$ cat config.mk
export PLATFORM = sky130hd
export DESIGN_NAME = spq_cell
export DESIGN_NICKNAME = d
export VERILOG_FILES = /design/src/rtl/spq_pkg.sv /design/src/rtl/spq_cell.sv
export SDC_FILE = /design/constraint.sdc
export NUM_CORES = 1
export LEC_CHECK = 0
export ABC_AREA = 0
export BUFFER_PORTS_ARGS = -buffer_cell sky130_fd_sc_hd__buf_4
export CORE_MARGIN = 3
export CORE_UTILIZATION = 45
export CTS_CLUSTER_SIZE = 10
export DETAILED_ROUTE_END_ITERATION = 6
export PLACE_DENSITY = 0.84
export SLEW_MARGIN = 30
export SYNTH_ARGS = -nofsm -noshare
export SYNTH_HDL_FRONTEND = slang
export SYNTH_SLANG_ARGS = --single-unit
$ cat constraint.sdc
create_clock -name clk -period 10.75 [get_ports clk]
set_input_delay 3.225 -clock clk [delete_from_list [all_inputs] [get_ports clk]]
set_output_delay 3.225 -clock clk [all_outputs]
set_load 0.005 [all_outputs]
$ cat src/rtl/spq_pkg.sv
// shared types and constants of the sorted priority queue
package spq_pkg;

  localparam int unsigned QueueDepthDefault = 128;
  localparam int unsigned DataWidth         = 32;
  localparam int unsigned OccWidth          = 8;

  // operation codes
  localparam logic FuncEnqueue = 1'b0;
  localparam logic FuncDequeue = 1'b1;

  // result status codes
  localparam logic [1:0] StatusDone  = 2'd0;
  localparam logic [1:0] StatusEmpty = 2'd1;
  localparam logic [1:0] StatusFull  = 2'd2;

  typedef struct packed {
    logic                        func;
    logic signed [DataWidth-1:0] item_value;
    logic signed [DataWidth-1:0] item_priority;
  } req_t;

  typedef struct packed {
    logic [1:0]                  status;
    logic signed [DataWidth-1:0] head_value;
    logic [OccWidth-1:0]         occupancy;
  } rsp_t;

  // one stored entry
  typedef struct packed {
    logic signed [DataWidth-1:0] val;
    logic signed [DataWidth-1:0] key;
  } entry_t;

  // per-cycle control for each cell: enq and deq are broadcast, valid is per cell
  typedef struct packed {
    logic enq;
    logic deq;
    logic valid;
  } cell_ctl_t;

endpackage

$ cat src/rtl/spq_cell.sv
// one cell of the sorted shift chain
module spq_cell (
  input  logic              clk,
  input  spq_pkg::cell_ctl_t ctl,
  input  spq_pkg::entry_t   new_entry,
  input  spq_pkg::entry_t   left_entry,
  input  logic              left_gt,
  input  spq_pkg::entry_t   right_entry,
  output spq_pkg::entry_t   entry,
  output logic              gt
);

  // an empty cell ranks behind everything
  assign gt = !ctl.valid || (entry.key > new_entry.key);

  always_ff @(posedge clk) begin
    if (ctl.enq) begin
      if (gt) begin
        entry <= left_gt ? left_entry : new_entry;
      end
    end else if (ctl.deq) begin
      entry <= right_entry;
    end
  end

endmodule

### After elaboration in Yosys (flattened, before gate mapping)

Index checks and enable logic that the tools add are counted.

* output and inout bits: 65
* word-level logic and storage cells: 12
* flip-flop bits (word level): 64
* input port bits: 197

* eq/ne operators: 1
* reductions and logical operators: 4
* order comparisons: 1
* multiplexer cells: 4

Operators by type and width (count)
* two-way mux 64 bit: 4
* greater-than comparator 32 bit: 1
* inequality test 2 x 1 -> 1 bit, second input constant: 1
* AND reduction 2 bit: 1
* nonzero test 2 bit: 1
* zero test 1 bit: 1
* logical OR 1 bit: 1

### Longest topological paths before layout

* depth after elaboration: 4
* depth in mapped cells: 8
* gate-level depth less buffers: 8

### Worst setup path after synthesis

No wires, ideal clock.

* path type: in2reg
* start: input port new_entry[31] (netlist name)
* end: register entry[0] (netlist name) (enable)
* buffers on the path: 0
* cell stages on the path: 8
* setup slack: 2.559 ns
* arrival: 7.665 ns
* setup time: 0.526 ns
* cell sequence: inv_1 > ha_1 > nand4_2 > nor4_2 > nand4_1 > a31oi_1 > o221ai_1 > a31oi_1

* word-level cells in the longest chain between the ends: 4

Ends and longest elaborated chain
* start: declaration: line spq_cell.sv:5 `input spq_pkg::entry_t new_entry,`
* greater-than comparator 32 bit: line spq_cell.sv:14 `assign gt = !ctl.valid || (entry.key > new_entry.key);`
* logical OR 1 bit: line spq_cell.sv:14
* inequality test 2 x 1 -> 1 bit (no source line)
* AND reduction 2 bit (no source line)
* end signal: assignment: line spq_cell.sv:19 `entry <= left_gt ? left_entry : new_entry;`
* end signal: assignment: line spq_cell.sv:22 `entry <= right_entry;`
* end: declaration: line spq_cell.sv:9 `output spq_pkg::entry_t entry,`

No other way between the ends.
A chain may end at the register's enable or synchronous reset.

### Worst setup path after layout

* start: input port new_entry[31] (netlist name)
* end: output port gt

* word-level cells in the longest chain between the ends: 2

Ends and longest elaborated chain
* greater-than comparator 32 bit: line spq_cell.sv:14
* logical OR 1 bit: line spq_cell.sv:14
* end: declaration: line spq_cell.sv:10 `output logic gt`

No other way between the ends.

==> metrics.txt <==
# TYPE chip_impl_metric gauge
chip_impl_metric{name="layoutNonFillerInstCount",unit=""} 759
chip_impl_info{name="cpMaxStageDelayCell",value="nor4_2"} 1
chip_impl_info{name="layout.cells.most_common_list",value="buf_4 (262), a21oi_1 (74), nor2_1 (68)"} 1
chip_impl_info{name="rsz0062_at_grt",value="false"} 1
chip_impl_metric{name="gpl.final_weighted_congestion",unit=""} 0.8069
chip_impl_metric{name="globalRoute.totalOverflow",unit=""} 0
chip_impl_metric{name="r2r_cells",unit=""} 8
chip_impl_metric{name="placement.cell_area",unit="sq um"} 6101
chip_impl_metric{name="mappedNetlistNets",unit=""} 623
chip_impl_metric{name="clk_pin_slew_worst_paths",unit="ns"} 0.08
chip_impl_metric{name="total_power",unit="mW"} 0.6956
chip_impl_metric{name="hold_slack",unit="ns"} 1.664
chip_impl_info{name="holdCritPathClass",value="register to register"} 1
chip_impl_info{name="crit-reg2reg-launch",value="entry[31]"} 1
chip_impl_metric{name="area.growth.synth_to_final",unit="%"} 54.00
chip_impl_info{name="critPathLaunch",value="new_entry[31]"} 1
chip_impl_info{name="clock-root-buffer",value="clkbuf_8"} 1
chip_impl_metric{name="wire_length_of_the_first_global_routing_pass",unit="microns"} 18030
chip_impl_metric{name="tightest_slew",unit="ns"} 0.8508
chip_impl_metric{name="timing.setup.tns",unit="ns"} 0
chip_impl_metric{name="p_leak",unit="nW"} 3.100
chip_impl_metric{name="yosysWarningCount",unit=""} 0
chip_impl_metric{name="vias_in_the_first_global_route",unit=""} 3903
chip_impl_metric{name="detail-route-antenna-nets",unit=""} 0
chip_impl_metric{name="cts_num_sinks",unit=""} 64
chip_impl_metric{name="final-max-slew-violation-count",unit=""} 0
chip_impl_metric{name="cts_hold_repair.buffers",unit=""} 0
chip_impl_metric{name="antenna_cells",unit=""} 0
chip_impl_info{name="worstSetupStartpointType",value="input pin"} 1
chip_impl_metric{name="hold_depth",unit=""} 5
chip_impl_info{name="reg.largest.list",value="entry (64)"} 1
chip_impl_metric{name="drt_iter0_markers",unit=""} 82
chip_impl_metric{name="finalHoldViolCount",unit=""} 0
chip_impl_metric{name="cap_violations",unit=""} 0
chip_impl_metric{name="count_of_distinct_cell_types_in_the_synthesized_netlist",unit=""} 27
chip_impl_metric{name="layout.core_utilization",unit=""} 0.7142
chip_impl_metric{name="fp.coreArea",unit="sq um"} 8763
chip_impl_metric{name="fin_skew",unit="ns"} 0.02023
chip_impl_info{name="outcome",value="completed"} 1
chip_impl_metric{name="die-height",unit="microns"} 101.0
chip_impl_metric{name="cts_repair_resize_count",unit=""} 0
chip_impl_metric{name="die_area",unit="sq um"} 10210
chip_impl_metric{name="numPlacedInstances",unit=""} 744
chip_impl_info{name="type_of_element_capturing_the_critical_path",value="output port"} 1
chip_impl_metric{name="cts_buffer_depth",unit=""} 2
chip_impl_metric{name="ff_latch_area",unit="sq um"} 1922
chip_impl_metric{name="finalCritPeriodShare",unit=""} 0.7722
chip_impl_metric{name="largest_register_ff_count",unit=""} 64
chip_impl_metric{name="remaining_drc_errors",unit=""} 0
chip_impl_metric{name="dp_hpwl",unit="microns"} 9571
chip_impl_metric{name="min_period",unit="ns"} 8.301
chip_impl_info{name="layout.cells.most_common",value="buf_4"} 1
chip_impl_info{name="cts_tree",value="yes"} 1
chip_impl_metric{name="wire_per_inst",unit="microns"} 15.95
chip_impl_metric{name="grt_max_degree",unit=""} 78
chip_impl_metric{name="num-fill-cells",unit=""} 660
chip_impl_metric{name="proportion_of_synthesized_chip_area_in_sequential_cells",unit=""} 0.4729
chip_impl_info{name="min_from",value="entry[31]"} 1
chip_impl_metric{name="final.setup.worst_slack",unit="ns"} 2.449
chip_impl_info{name="timing_worst_setup_path_type",value="input pin to output port"} 1
chip_impl_metric{name="placement.setup.worst_slack",unit="ns"} 2.452
chip_impl_metric{name="ios",unit=""} 262
chip_impl_metric{name="cts_setup_buffers",unit=""} 0
chip_impl_metric{name="critical_path_peak_fanout",unit=""} 3
chip_impl_metric{name="port-buffer-count",unit=""} 261
chip_impl_metric{name="power-per-cell-area",unit="nW/um^2"} 111.1
chip_impl_metric{name="inserted_clock_buffers",unit=""} 9
chip_impl_metric{name="drt-vias-per-instance",unit=""} 5.104
chip_impl_metric{name="antenna_found_initial",unit=""} 0
chip_impl_metric{name="setup_viol_count_final",unit=""} 0
chip_impl_metric{name="row_count",unit=""} 34
chip_impl_metric{name="globalRouteTotalUtil",unit=""} 0.2246
chip_impl_metric{name="initial_utilization",unit=""} 0.4637
chip_impl_metric{name="critPathMaxStageDelay",unit="ns"} 0.37
chip_impl_metric{name="vdd_ir_drop_max",unit="mV"} 0.06208
chip_impl_info{name="timing.critical_path.mode_cell",value="buf_4"} 1
chip_impl_metric{name="worst_slew_margin_rel",unit=""} 0.4328
chip_impl_info{name="largest-register",value="entry"} 1
chip_impl_metric{name="htreeDepth",unit=""} 3
chip_impl_metric{name="timing.fmax",unit="MHz"} 120.5
chip_impl_metric{name="postRouteWirelength",unit="microns"} 12110
chip_impl_metric{name="count_of_mapped_cells_out_of_synthesis",unit=""} 394
chip_impl_metric{name="synthesis.area_per_instance",unit="sq um"} 10.31
chip_impl_metric{name="dr.pass1.iters",unit=""} 4
chip_impl_metric{name="data_required_time_at_the_worst_endpoint",unit="ns"} 7.53
chip_impl_metric{name="fin_nets",unit=""} 876
chip_impl_metric{name="final_design_area_no_fill",unit="sq um"} 6259
chip_impl_metric{name="detailroute.via_count",unit=""} 3874
chip_impl_metric{name="critical_path_arrival",unit="ns"} 5.08
chip_impl_metric{name="footprint_of_the_multi_input_gates",unit="sq um"} 1946
chip_impl_metric{name="synthesis.area",unit="sq um"} 4064
chip_impl_metric{name="synth.ff_latch_count",unit=""} 64
chip_impl_metric{name="die_width",unit="microns"} 101.0
chip_impl_info{name="cell_by_cell_listing_of_the_critical_path",value="buf_4 > inv_1 > ha_1 > nand4_2 > nor4_2 > nand4_1 > a31oi_1 > o221ai_1 > nand2_1 > buf_4"} 1
chip_impl_metric{name="clock_insertion_delay_at_the_later_pin_of_the_skew_report",unit="ns"} 0.33
chip_impl_metric{name="share_of_final_layout_standard_cells_stronger_than_drive_strength_1",unit=""} 0.4316
## logic make-up (layout without fill, tap and decap cells)
family | count (synthesis) | in the layout | share of synthesized area
mux | 64 | 64 | 0.1576
flops | 64 | 64 | 0.4729
fa+ha+maj | 32 | 32 | 0.09852
buf+inv | 54 | 311 | 0.05203
simple gates | 90 | 90 | 0.09975
compound gates | 90 | 90 | 0.1192
## metal layers
metal,vias up,global-route usage,routed length [microns]
met4,0,0.08793,249
met2,166,0.4182,6387
met3,22,0.06367,1057
li1,1933,-,-
met5,-,0,0
met1,1753,0.2366,4411
## synth_stat cells
cell type  count  area, sq um
nand4_4        1        21.27
nand4_2        1        12.51
o21ai_1        1        5.000
nand3_1        1        5.000
a221oi_1       2        17.52
clkbuf_1      14        52.55
or2b_1         1        7.510
o211ai_1       1        7.510
a21o_1         5        37.54
nand2_1        9        33.78
nand3b_1       1        7.510
nand4_1        3        18.77
mux2i_1       64        640.6
a31oi_1        2        12.51
edfxtp_1      64         1922
buf_2          7        35.03
inv_1         32        120.1
nor2_1        68        255.2
a21oi_1       74        370.4
clkinv_1       1        3.750
and2_0         1        6.260
ha_1          32        400.4
o221ai_1       1        8.760
nor4_2         2        25.02
nand2b_1       2        12.51
a221o_1        1        10.01
o21ai_0        3        15.01
## cell type report
cell class              count  area share
flip-flops and latches     64      0.3071
multi-input cells         276      0.3109
well taps                 108     0.02159
repair buffers            263      0.3161
clock buffers              11     0.02099
inverters                  33     0.01979
clock inverters             4    0.003599
## path summary, 6_finish.rpt
check | end | slack, ns
hold reg to reg | entry[34] | 1.66
hold / removal | entry[34] | 1.66
setup reg to reg | entry[13] | 7.53
setup / recovery | gt | 2.45
## power by group
part           switching (mW)  total, mW  internal, mW
Combinational          0.0879      0.203         0.115
Sequential             0.0114      0.321         0.310
Clock                  0.0904      0.172        0.0814
Total                   0.190      0.696         0.506
## worst max-delay path: cells and delay by family
family                   cells  cell delay, ns
adder cells (fa/ha/maj)      1            0.32
buffers and inverters        3            0.25
AO/OA/AOI/OAI                2            0.45
AND/OR/NAND/NOR              4            0.83
No activity file was read; power rests on OpenSTA's default activity.
